### config.mk
export PLATFORM = sky130hd
export DESIGN_NAME = scfd_ctrl
export DESIGN_NICKNAME = d
export VERILOG_FILES = /design/src/rtl/scfd_pkg.sv /design/src/rtl/scfd_ctrl.sv
export SDC_FILE = /design/constraint.sdc
export NUM_CORES = 1
export LEC_CHECK = 0
export BUFFER_PORTS_ARGS = -buffer_cell sky130_fd_sc_hd__buf_2
export CORE_AREA = 2 2 39 41
export CTS_CLUSTER_DIAMETER = 120
export CTS_CLUSTER_SIZE = 40
export DETAILED_ROUTE_END_ITERATION = 16
export DIE_AREA = 0 0 41 43
export PLACE_DENSITY = 0.54
export SLEW_MARGIN = 40
export SYNTH_ARGS = -nofsm -noshare
export SYNTH_HDL_FRONTEND = slang
export SYNTH_SLANG_ARGS = --single-unit
### constraint.sdc
create_clock -name aclk -period 3.1 [get_ports aclk]
set_clock_uncertainty 0.1 [all_clocks]
set_input_delay 0.93 -clock aclk [delete_from_list [all_inputs] [get_ports aclk]]
set_output_delay 0.93 -clock aclk [all_outputs]
set_load 0.01 [all_outputs]
### src/rtl/scfd_pkg.sv
package scfd_pkg;

    // Geometry of the directory
    localparam int ROWS_PER_STRIP = 16;
    localparam int MAX_STRIPS     = 4096;
    localparam int MAX_SLOTS      = 64;

    localparam int ROW_W     = 16;
    localparam int COL_W     = 16;
    localparam int ROW_LO_W  = $clog2(ROWS_PER_STRIP);
    localparam int STRIP_W   = $clog2(MAX_STRIPS);
    localparam int SLOT_W    = $clog2(MAX_SLOTS);
    localparam int SCNT_W    = $clog2(MAX_SLOTS + 1);
    localparam int DIR_W     = SLOT_W + 1;

    // Configuration register widths
    localparam int WIDTH_W   = 16;
    localparam int BPS_W     = 5;
    localparam int SLOTS_W   = 7;

    // Offset arithmetic
    localparam int LIN_W     = ROW_LO_W + WIDTH_W + 1;
    localparam int PROD_W    = LIN_W + BPS_W;
    localparam int OFFSET_W  = 24;

    // Stream payloads
    localparam int S_DATA_W  = ROW_W + COL_W;
    localparam int M_FIELD_W = 1 + SLOT_W + STRIP_W + 1 + STRIP_W + OFFSET_W;
    localparam int M_DATA_W  = ((M_FIELD_W + 7) / 8) * 8;

    // APB register map
    localparam int PADDR_W   = 4;
    localparam int PDATA_W   = 32;

    typedef enum logic [1:0] {
        REG_IMAGE_WIDTH      = 2'd0,
        REG_BYTES_PER_SAMPLE = 2'd1,
        REG_SLOTS_IN_USE     = 2'd2
    } reg_idx_t;

    // Controller to datapath commands
    typedef struct packed {
        logic clear_wr;   // write one entry of the reset sweep
        logic accept;     // latch request, issue directory reads
        logic lookup;     // resolve hit/miss, install new strip
        logic evict;      // drop the displaced strip from the directory
        logic finish;     // load the result register
    } cmd_t;

    // Datapath to controller status
    typedef struct packed {
        logic clear_last; // sweep is at its final entry
        logic evict_need; // miss lands on an occupied slot
        logic out_free;   // result register can take a new result
    } sts_t;

    typedef enum logic [4:0] {
        ST_CLEAR  = 5'b00001,
        ST_IDLE   = 5'b00010,
        ST_LOOKUP = 5'b00100,
        ST_EVICT  = 5'b01000,
        ST_FINISH = 5'b10000
    } state_t;

    // Slot count after clamping to 1..MAX_SLOTS
    function automatic logic [SCNT_W-1:0] eff_slots(input logic [SLOTS_W-1:0] n);
        logic [SCNT_W-1:0] r;
        if (n == '0) begin
            r = SCNT_W'(1);
        end else if (SCNT_W'(n) > SCNT_W'(MAX_SLOTS)) begin
            r = SCNT_W'(MAX_SLOTS);
        end else begin
            r = SCNT_W'(n);
        end
        return r;
    endfunction

endpackage

### src/rtl/scfd_ctrl.sv
module scfd_ctrl (
    input  logic            aclk,
    input  logic            aresetn,
    input  logic            s_tvalid,
    output logic            s_tready,
    input  scfd_pkg::sts_t  sts,
    output scfd_pkg::cmd_t  cmd
);
    import scfd_pkg::*;

    state_t state_reg, state_next;

    always_ff @(posedge aclk) begin
        if (!aresetn) begin
            state_reg <= ST_CLEAR;
        end else begin
            state_reg <= state_next;
        end
    end

    assign s_tready = (state_reg == ST_IDLE);

    always_comb begin
        state_next   = state_reg;
        cmd          = '0;
        case (state_reg)
            ST_CLEAR: begin
                cmd.clear_wr = 1'b1;
                if (sts.clear_last) begin
                    state_next = ST_IDLE;
                end
            end
            ST_IDLE: begin
                if (s_tvalid) begin
                    cmd.accept = 1'b1;
                    state_next = ST_LOOKUP;
                end
            end
            ST_LOOKUP: begin
                cmd.lookup = 1'b1;
                state_next = sts.evict_need ? ST_EVICT : ST_FINISH;
            end
            ST_EVICT: begin
                cmd.evict  = 1'b1;
                state_next = ST_FINISH;
            end
            ST_FINISH: begin
                if (sts.out_free) begin
                    cmd.finish = 1'b1;
                    state_next = ST_IDLE;
                end
            end
            default: begin
                state_next = ST_CLEAR;
            end
        endcase
    end

endmodule

==> flow_summary.toml, run 1 <==
[timing]
whs_ps = 468
relSlewSlack = 0.801
rsz0062_at_grt = "no"
slew_violations = 0
layout_min_cycle_time_ps = 2360
finalSetupViolCount = 0
worst_pin_slew_ps = 299
hold_violations = 0
fmax_mhz = 423
post-route-period-util = 0.762
fin_tns_setup_ps = 0

[clock_network]
clk_pin_slew_ps = 50
post-cts-setup-buffers = 0
clock-sinks = 5
cts_tree = "yes"
clockBufferDepth = 2
numCtsBuffers = 3
htreeDepth = 1
hold_buffers = 0
cts-root-buf = "clkbuf_4"
worstSkewPairLatency_ps = 250
cts_resized = 0

[logic_synthesis]
yosys.area_share.xor_xnor = 0.0262
synth_area_leaders = "dfxtp_1 30%, and3_1 7.5%, nor2_1 6.7%"
synthAdderAreaFrac = 0
yosys-mux-area-fraction = 0
synth.top_cell.area_share = 0.300
synthesis.nets = 49
ys_warn_count = 0
yosysTopAreaCell = "dfxtp_1"
syn_inst = 43
synth.distinct_cells = 25
synth-seq-cells = 5
synth_compound_area_frac = 0.184
synth-simple-area-share = 0.416
synth_top_family_by_area = "simple AND/OR/NAND/NOR gates"
synth_area_um2 = 334
syn-mean-instance-area_um2 = 7.77
synth-seq-area-share = 0.300

[pwr]
peakVddDrop_mv = 0.152
cellLeakagePower_nw = 0.205
pwr_density_cell_nw_per_um2 = 403

[hold_path]
hp-class = "register to register"
worstHoldEndpoint = "state_reg[3]"
hp-start = "state_reg[3]"
hold_depth = 1

[global_route]
grtUsageTotal = 0.0963
grt_pass1_wl_um = 1190
grt_overflow = 0
grt_max_degree = 11
antenna_found_initial = 0
grt_pass1_vias = 323

[drt]
antenna_left = 0
drtIter0Drc = 6
drc = 0
routed_wl_um = 690
routedWlPerCell_um = 9.72
via_per_inst = 4.86
vias = 345
firstDrtPassIters = 2

[final_layout]
layout-drive-gt1-share = 0.291
diodes = 0
fillers = 156
largest_register_ffs = 5
num-nets-final = 62
syn2layout_area_growth_pct = 24.3
layout_common_cells = "11 x buf_2, 6 x nor2_1, 5 x dfxtp_1, 4 x and3_1, 3 x clkbuf_4"
instances_no_fill = 71
layout_commonest_cell = "buf_2"
stdcell_area_um2 = 415
finish.utilization = 0.300

[critical_path]
end_kind = "output port"
critPathSlowestCell = "and4_1"
r2r-end = "state_reg[1]"
crit_fanout = 3
reg2reg_from = "state_reg[1]"
worst_setup_path_start_kind = "primary input"
max_stage_delay_ps = 160
reg2reg_depth = 3
crit_arrival_ps = 1330
r2r_slack_ps = 1870
path_class = "primary input to output port"
crit_top_cell = "buf_2"
path_cells = "buf_2, and4_1, buf_2"
required_ps = 2070

[die]
die_h_um = 43
coreArea_um2 = 1380
die_w_um = 41
start_util = 0.241
ios = 12
placement_rows = 14
dieArea_um2 = 1760

[placed_design]
placed_area_um2 = 388
io_buffers = 11
dp_hpwl_um = 537
dp_cells = 67
gp_congestion = 0.700

[flow_run]
max-cap-violations = 0

[status]
outcome = "finished clean"
==> report_power, final <==
part	internal [mW]	total [mW]	switching, mW	leakage [nW]
clock	0.0469	0.0772	0.0303	0.0177
combinational	0.00994	0.0197	0.00980	0.147
sequential	0.0664	0.0704	0.00393	0.0407
==> routing by layer <==
| metal | wire length (um) | up-vias | GRT usage |
|---|---|---|---|
| met3 | 44 | 0 | 0.0471 |
| li1 | - | 180 | - |
| met1 | 326 | 156 | 0.109 |
| met2 | 320 | 9 | 0.156 |
| met5 | 0 | - | 0 |
| met4 | 0 | 0 | 0.0200 |
==> metrics by stage <==
stage | total power, mW | setup WS (ps)
after floorplan | 0.0836 | 927
after global placement | 0.0918 | 741
after detailed placement | 0.0917 | 733
after CTS | 0.171 | 733
after global routing | 0.179 | 632
final | 0.167 | 737
==> logic make-up (layout without fill, tap and decap cells) <==
logic type	Yosys count	count (layout)
flip-flops	5	5
XOR/XNOR	1	1
AO/OA/AOI/OAI	9	9
buffers and inverters	4	16
AND/OR/NAND/NOR	24	24
==> cells in the mapped netlist (all sizes together) <==
library cell,count
o31ai,1
and4,1
and2,1
nand2b,1
nand2,2
nand3b,2
nor3b,1
nand3,2
buf,3
nor4,1
and3,4
o211a,1
dfxtp,5
or3,1
nor2,6
nor4b,1
xor2,1
or3b,1
inv,1
o21ai,2
a21oi,3
a21o,1
o211ai,1
==> layout make-up <==
class | count | area [um2] | area share
multi-input combinational | 34 | 209 | 0.503
sequential | 5 | 100 | 0.241
timing repair buffer | 11 | 55.1 | 0.133
clock buffer | 3 | 22.5 | 0.0542
tap | 16 | 20.0 | 0.0482
clock inverter | 1 | 5.00 | 0.0120
inverter | 1 | 3.75 | 0.00904
==> how the worst max path moves through the flow <==
stage	from	to	slack, ps	cells past startpoint
global route	state_reg[0]	cmd[3]	630	4
CTS	sts[0]	cmd[0]	730	3
finish	sts[0]	cmd[0]	740	3
global placement	sts[0]	cmd[0]	740	3
detailed placement	sts[0]	cmd[0]	730	3
floorplan	sts[0]	cmd[0]	930	1
==> worst max-delay path, delay by kind of cell <==
| family | cells | cell delay, ps |
|---|---|---|
| buffers and inverters | 2 | 240 |
| AND/OR/NAND/NOR | 1 | 160 |
Power figures use the tool's default switching activity.
==> run 2: changes to the inputs <==
- clock period: 3.1 -> 2.3 ns (I/O delays scaled with it)
==> run 2 against run 1 <==
Compared with the run above:
- global-route usage up 0.30 points
- register-to-register slack worse by 800 ps
- sequential power grew 35%
- die area did not move
- clock power increased by 39%
- largest cell class unchanged
- flip-flop and latch count stayed put
==> flow_summary.toml, run 2 (same netlist as run 1, synthesis figures left out) <==
[status]
outcome = "finished clean"

[pwr]
fin_total_pwr_mw = 0.229
power_frac_comb = 0.116
clockPowerShare = 0.469
p_switching_mw = 0.0626
internal-power_mw = 0.166
seqPwrFrac = 0.415
peakVddDrop_mv = 0.170
cellLeakagePower_nw = 0.205
pwr_density_cell_nw_per_um2 = 551
switching_share = 0.273

[final_layout]
syn2layout_area_growth_pct = 24.3
layout_common_cells = "11 x buf_2, 6 x nor2_1, 5 x dfxtp_1, 4 x and3_1, 3 x clkbuf_4"
fillers = 152
num-nets-final = 62
largest_register_ffs = 5
instances_no_fill = 71
layout_commonest_cell = "buf_2"
multiInputGateArea_um2 = 209
layout-drive-gt1-share = 0.291
regArea_um2 = 100
diodes = 0

[critical_path]
crit_fanout = 9
max_stage_delay_ps = 470
crit_family = "simple AND/OR/NAND/NOR gates"
path_buf_inv = 1
end_kind = "output port"
path_cells = "nor2_1, and3_1, and2_1, buf_2"
worst_setup_path_start_kind = "register"
required_ps = 1510
crit_arrival_ps = 1320
critPathSlowestCell = "dfxtp_1"
path_class = "register to output port"

[drt]
firstDrtPassIters = 2
drc = 0
via_per_inst = 4.82
routed_wl_um = 731
drtIter0Drc = 4
vias = 342
routedWlPerCell_um = 10.3
antenna_left = 0

[timing]
fmax_mhz = 473
finalSetupViolCount = 0
post-route-period-util = 0.919
rsz0062_at_grt = "no"
worst_pin_slew_ps = 286
slew_violations = 0
relSlewSlack = 0.806
layout_min_cycle_time_ps = 2110
fin_tns_setup_ps = 0
hold_violations = 0

[placed_design]
io_buffers = 11
gp_congestion = 0.701
dp_cells = 67
dp_hpwl_um = 534

[clock_network]
htreeDepth = 1
post-cts-setup-buffers = 0
cts_resized = 0
clock-sinks = 5
worstSkewPairLatency_ps = 250
cts_tree = "yes"
clk_pin_slew_ps = 60
clockBufferDepth = 2
numCtsBuffers = 3
cts-root-buf = "clkbuf_4"
hold_buffers = 0

[global_route]
grt_overflow = 0
grtUsageMet3 = 0.0471
grt_max_degree = 11
grtUsageMet2 = 0.159
grt_pass1_vias = 336
grt_busiest_layer = "met2"
grt_pass1_wl_um = 1220
grt_use_met1 = 0.115
grtUsageTotal = 0.0993
antenna_found_initial = 0

[die]
ios = 12
die_w_um = 41
coreArea_um2 = 1380
start_util = 0.241
placement_rows = 14
die_h_um = 43
dieArea_um2 = 1760

[hold_path]
hp-class = "register to register"

[flow_run]
max-cap-violations = 0
[run 2: per-stage QoR]
step / setup WS (ps) / util / area, um2 / hold WS [ps]
floorplan: 524 / - / 334 / 398
global placement: 421 / 0.280 / 388 / 471
detailed placement: 416 / 0.280 / 388 / 476
CTS: 176 / 0.300 / 415 / 486
global route: 73.5 / 0.300 / 415 / 512
finish: 187 / 0.300 / 415 / 476
[run 2: path summary, 6_finish.rpt]
check,start,to,slack (ps),cells after the start
setup / recovery,state_reg[0],cmd[3],190,4
hold reg to reg,state_reg[3],state_reg[3],480,1
hold / removal,state_reg[3],state_reg[3],480,1
setup reg to reg,state_reg[1],state_reg[1],1070,3
[run 2: power groups by stage]
stage | Sequential, mW | Clock, mW | Combinational (mW)
final | 0.0949 | 0.107 | 0.0266
after global routing | 0.0959 | 0.114 | 0.0307
after CTS | 0.0950 | 0.108 | 0.0271
after detailed placement | 0.0968 | 0 | 0.0268
after global placement | 0.0970 | 0 | 0.0267
after floorplan | 0.0932 | 0 | 0.0195
[run 2: final cells by class]
cell class / count / share of cell area
clock inverter: 1 / 0.0120
sequential: 5 / 0.241
timing repair buffer: 11 / 0.133
tap: 16 / 0.0482
inverter: 1 / 0.00904
multi-input combinational: 34 / 0.503
clock buffer: 3 / 0.0542
[run 2: worst register-to-register path, cell delays in order (launching register included)]
cell,delay [ps]
dfxtp_1,440
or3b_1,370
a21o_1,170
a21oi_2,100
[run 2: metal layers]
layer / routed length [um] / share of wire
met1: 363 / 0.50
met2: 343 / 0.47
met3: 24 / 0.033
met4: 0 / 0
met5: 0 / 0
==> run 3: changes to the inputs <==
- GPL_TIMING_DRIVEN: not set -> 0
- REMOVE_ABC_BUFFERS: not set -> 1
==> run 3 against run 2 <==
Compared with the run above:
- die area stayed put
- sequential power is 0.5% higher
- total power is 0.95% higher
- combinational power is 2% higher
- maximum frequency is 0.66% lower
- first-iteration DRC count grew to 3.5 times the previous value
- wire length is 6.8% higher
- largest power group unchanged
==> flow_summary.toml, run 3 (same netlist as run 1, synthesis figures left out) <==
[hold_path]
worstHoldEndpoint = "state_reg[3]"
hold_depth = 1
hp-start = "state_reg[3]"
hp-class = "register to register"

[pwr]
cellLeakagePower_nw = 0.203
pwr_density_cell_nw_per_um2 = 558
peakVddDrop_mv = 0.182

[timing]
slew_violations = 0
hold_violations = 0
fmax_mhz = 470
fin_tns_setup_ps = 0
post-route-period-util = 0.925
fin_ws_ps = 172
layout_min_cycle_time_ps = 2130
worst_pin_slew_ps = 292
relSlewSlack = 0.803
finalSetupViolCount = 0
rsz0062_at_grt = "no"

[final_layout]
finish.utilization = 0.299
largest_register_ffs = 5
syn2layout_area_growth_pct = 24.0
num-nets-final = 62
layout_common_cells = "11 x buf_2, 6 x nor2_1, 5 x dfxtp_1, 4 x and3_1, 3 x clkbuf_4"
layout-drive-gt1-share = 0.273
layout_commonest_cell = "buf_2"
instances_no_fill = 71
diodes = 0

[drt]
drtIter0Drc = 14
routedWlPerCell_um = 11.0
drc = 0
routed_wl_um = 781
firstDrtPassIters = 3
antenna_left = 0
via_per_inst = 4.99
vias = 354

[clock_network]
htreeDepth = 1
clk_pin_slew_ps = 40
clock-sinks = 5
hold_buffers = 0
clockBufferDepth = 2
post-cts-setup-buffers = 0
worstSkewPairLatency_ps = 250
numCtsBuffers = 3
cts-root-buf = "clkbuf_4"
cts_resized = 0
cts_tree = "yes"

[critical_path]
reg2reg_from = "state_reg[1]"
crit_fanout = 9
worst_setup_path_start_kind = "register"
reg2reg_depth = 3
crit_arrival_ps = 1340
path_class = "register to output port"
r2r-end = "state_reg[1]"
required_ps = 1510
end_kind = "output port"
r2r_slack_ps = 1040
max_stage_delay_ps = 470
path_cells = "nor2_1, and3_1, and2_1, buf_2"
critPathSlowestCell = "dfxtp_1"

[die]
dieArea_um2 = 1760
die_h_um = 43
coreArea_um2 = 1380
placement_rows = 14
start_util = 0.241
die_w_um = 41
ios = 12

[global_route]
grt_busiest_layer = "met2"
grtUsageMet3 = 0.0471
grt_pass1_vias = 308
grt_overflow = 0
grtUsageMet2 = 0.147
grt_use_met1 = 0.135
grtUsageTotal = 0.110
grt_max_degree = 11
antenna_found_initial = 0
grt_pass1_wl_um = 1300

[placed_design]
dp_hpwl_um = 551
io_buffers = 11
dp_cells = 67
gp_congestion = 0.780
pre_cts_ws_ps = 413

[flow_run]
max-cap-violations = 0

[status]
outcome = "finished clean"
## run 3: worst max-delay path: cells and delay by family, from the launching register on
family | cells | cell delay, ps
flops | 1 | 470
buf+inv | 1 | 130
simple gates | 3 | 500
## run 3: how the worst max path moves through the flow
stage	startpoint	to	slack [ps]
after CTS	state_reg[0]	cmd[3]	150
after floorplan	state_reg[0]	cmd[3]	590
after global routing	state_reg[0]	cmd[3]	60
final	state_reg[0]	cmd[3]	170
after detailed placement	sts[0]	cmd[0]	410
after global placement	sts[0]	cmd[0]	410
## run 3: per-stage QoR
step / hold slack [ps] / total power [mW] / instance area, um2
4_1_cts: 467 / 0.235 / 414
2_1_floorplan: 398 / 0.112 / 313
5_1_grt: 496 / 0.243 / 414
3_3_place_gp: 465 / 0.124 / 388
3_5_place_dp: 462 / 0.124 / 388
6_report: 469 / 0.231 / 414
## run 3: area by class of cell
| type | instances | area, um2 |
|---|---|---|
| timing repair buffer | 11 | 55.1 |
| multi-input combinational | 34 | 209 |
| fill | 163 | 970 |
| inverter | 1 | 3.75 |
| clock buffer | 4 | 26.3 |
| sequential | 5 | 100 |
| tap | 16 | 20.0 |
## run 3: power by group
part           internal (mW)  switching (mW)  total (mW)
logic                 0.0134          0.0137      0.0271
registers             0.0897         0.00573      0.0954
clock network         0.0660          0.0424       0.108
total                  0.169          0.0619       0.231
## run 3: metal layers
metal  wire, um  vias up
met5          0        -
met4         22        0
met3         43        3
met2        349        8
met1        365      166
li1           -      177
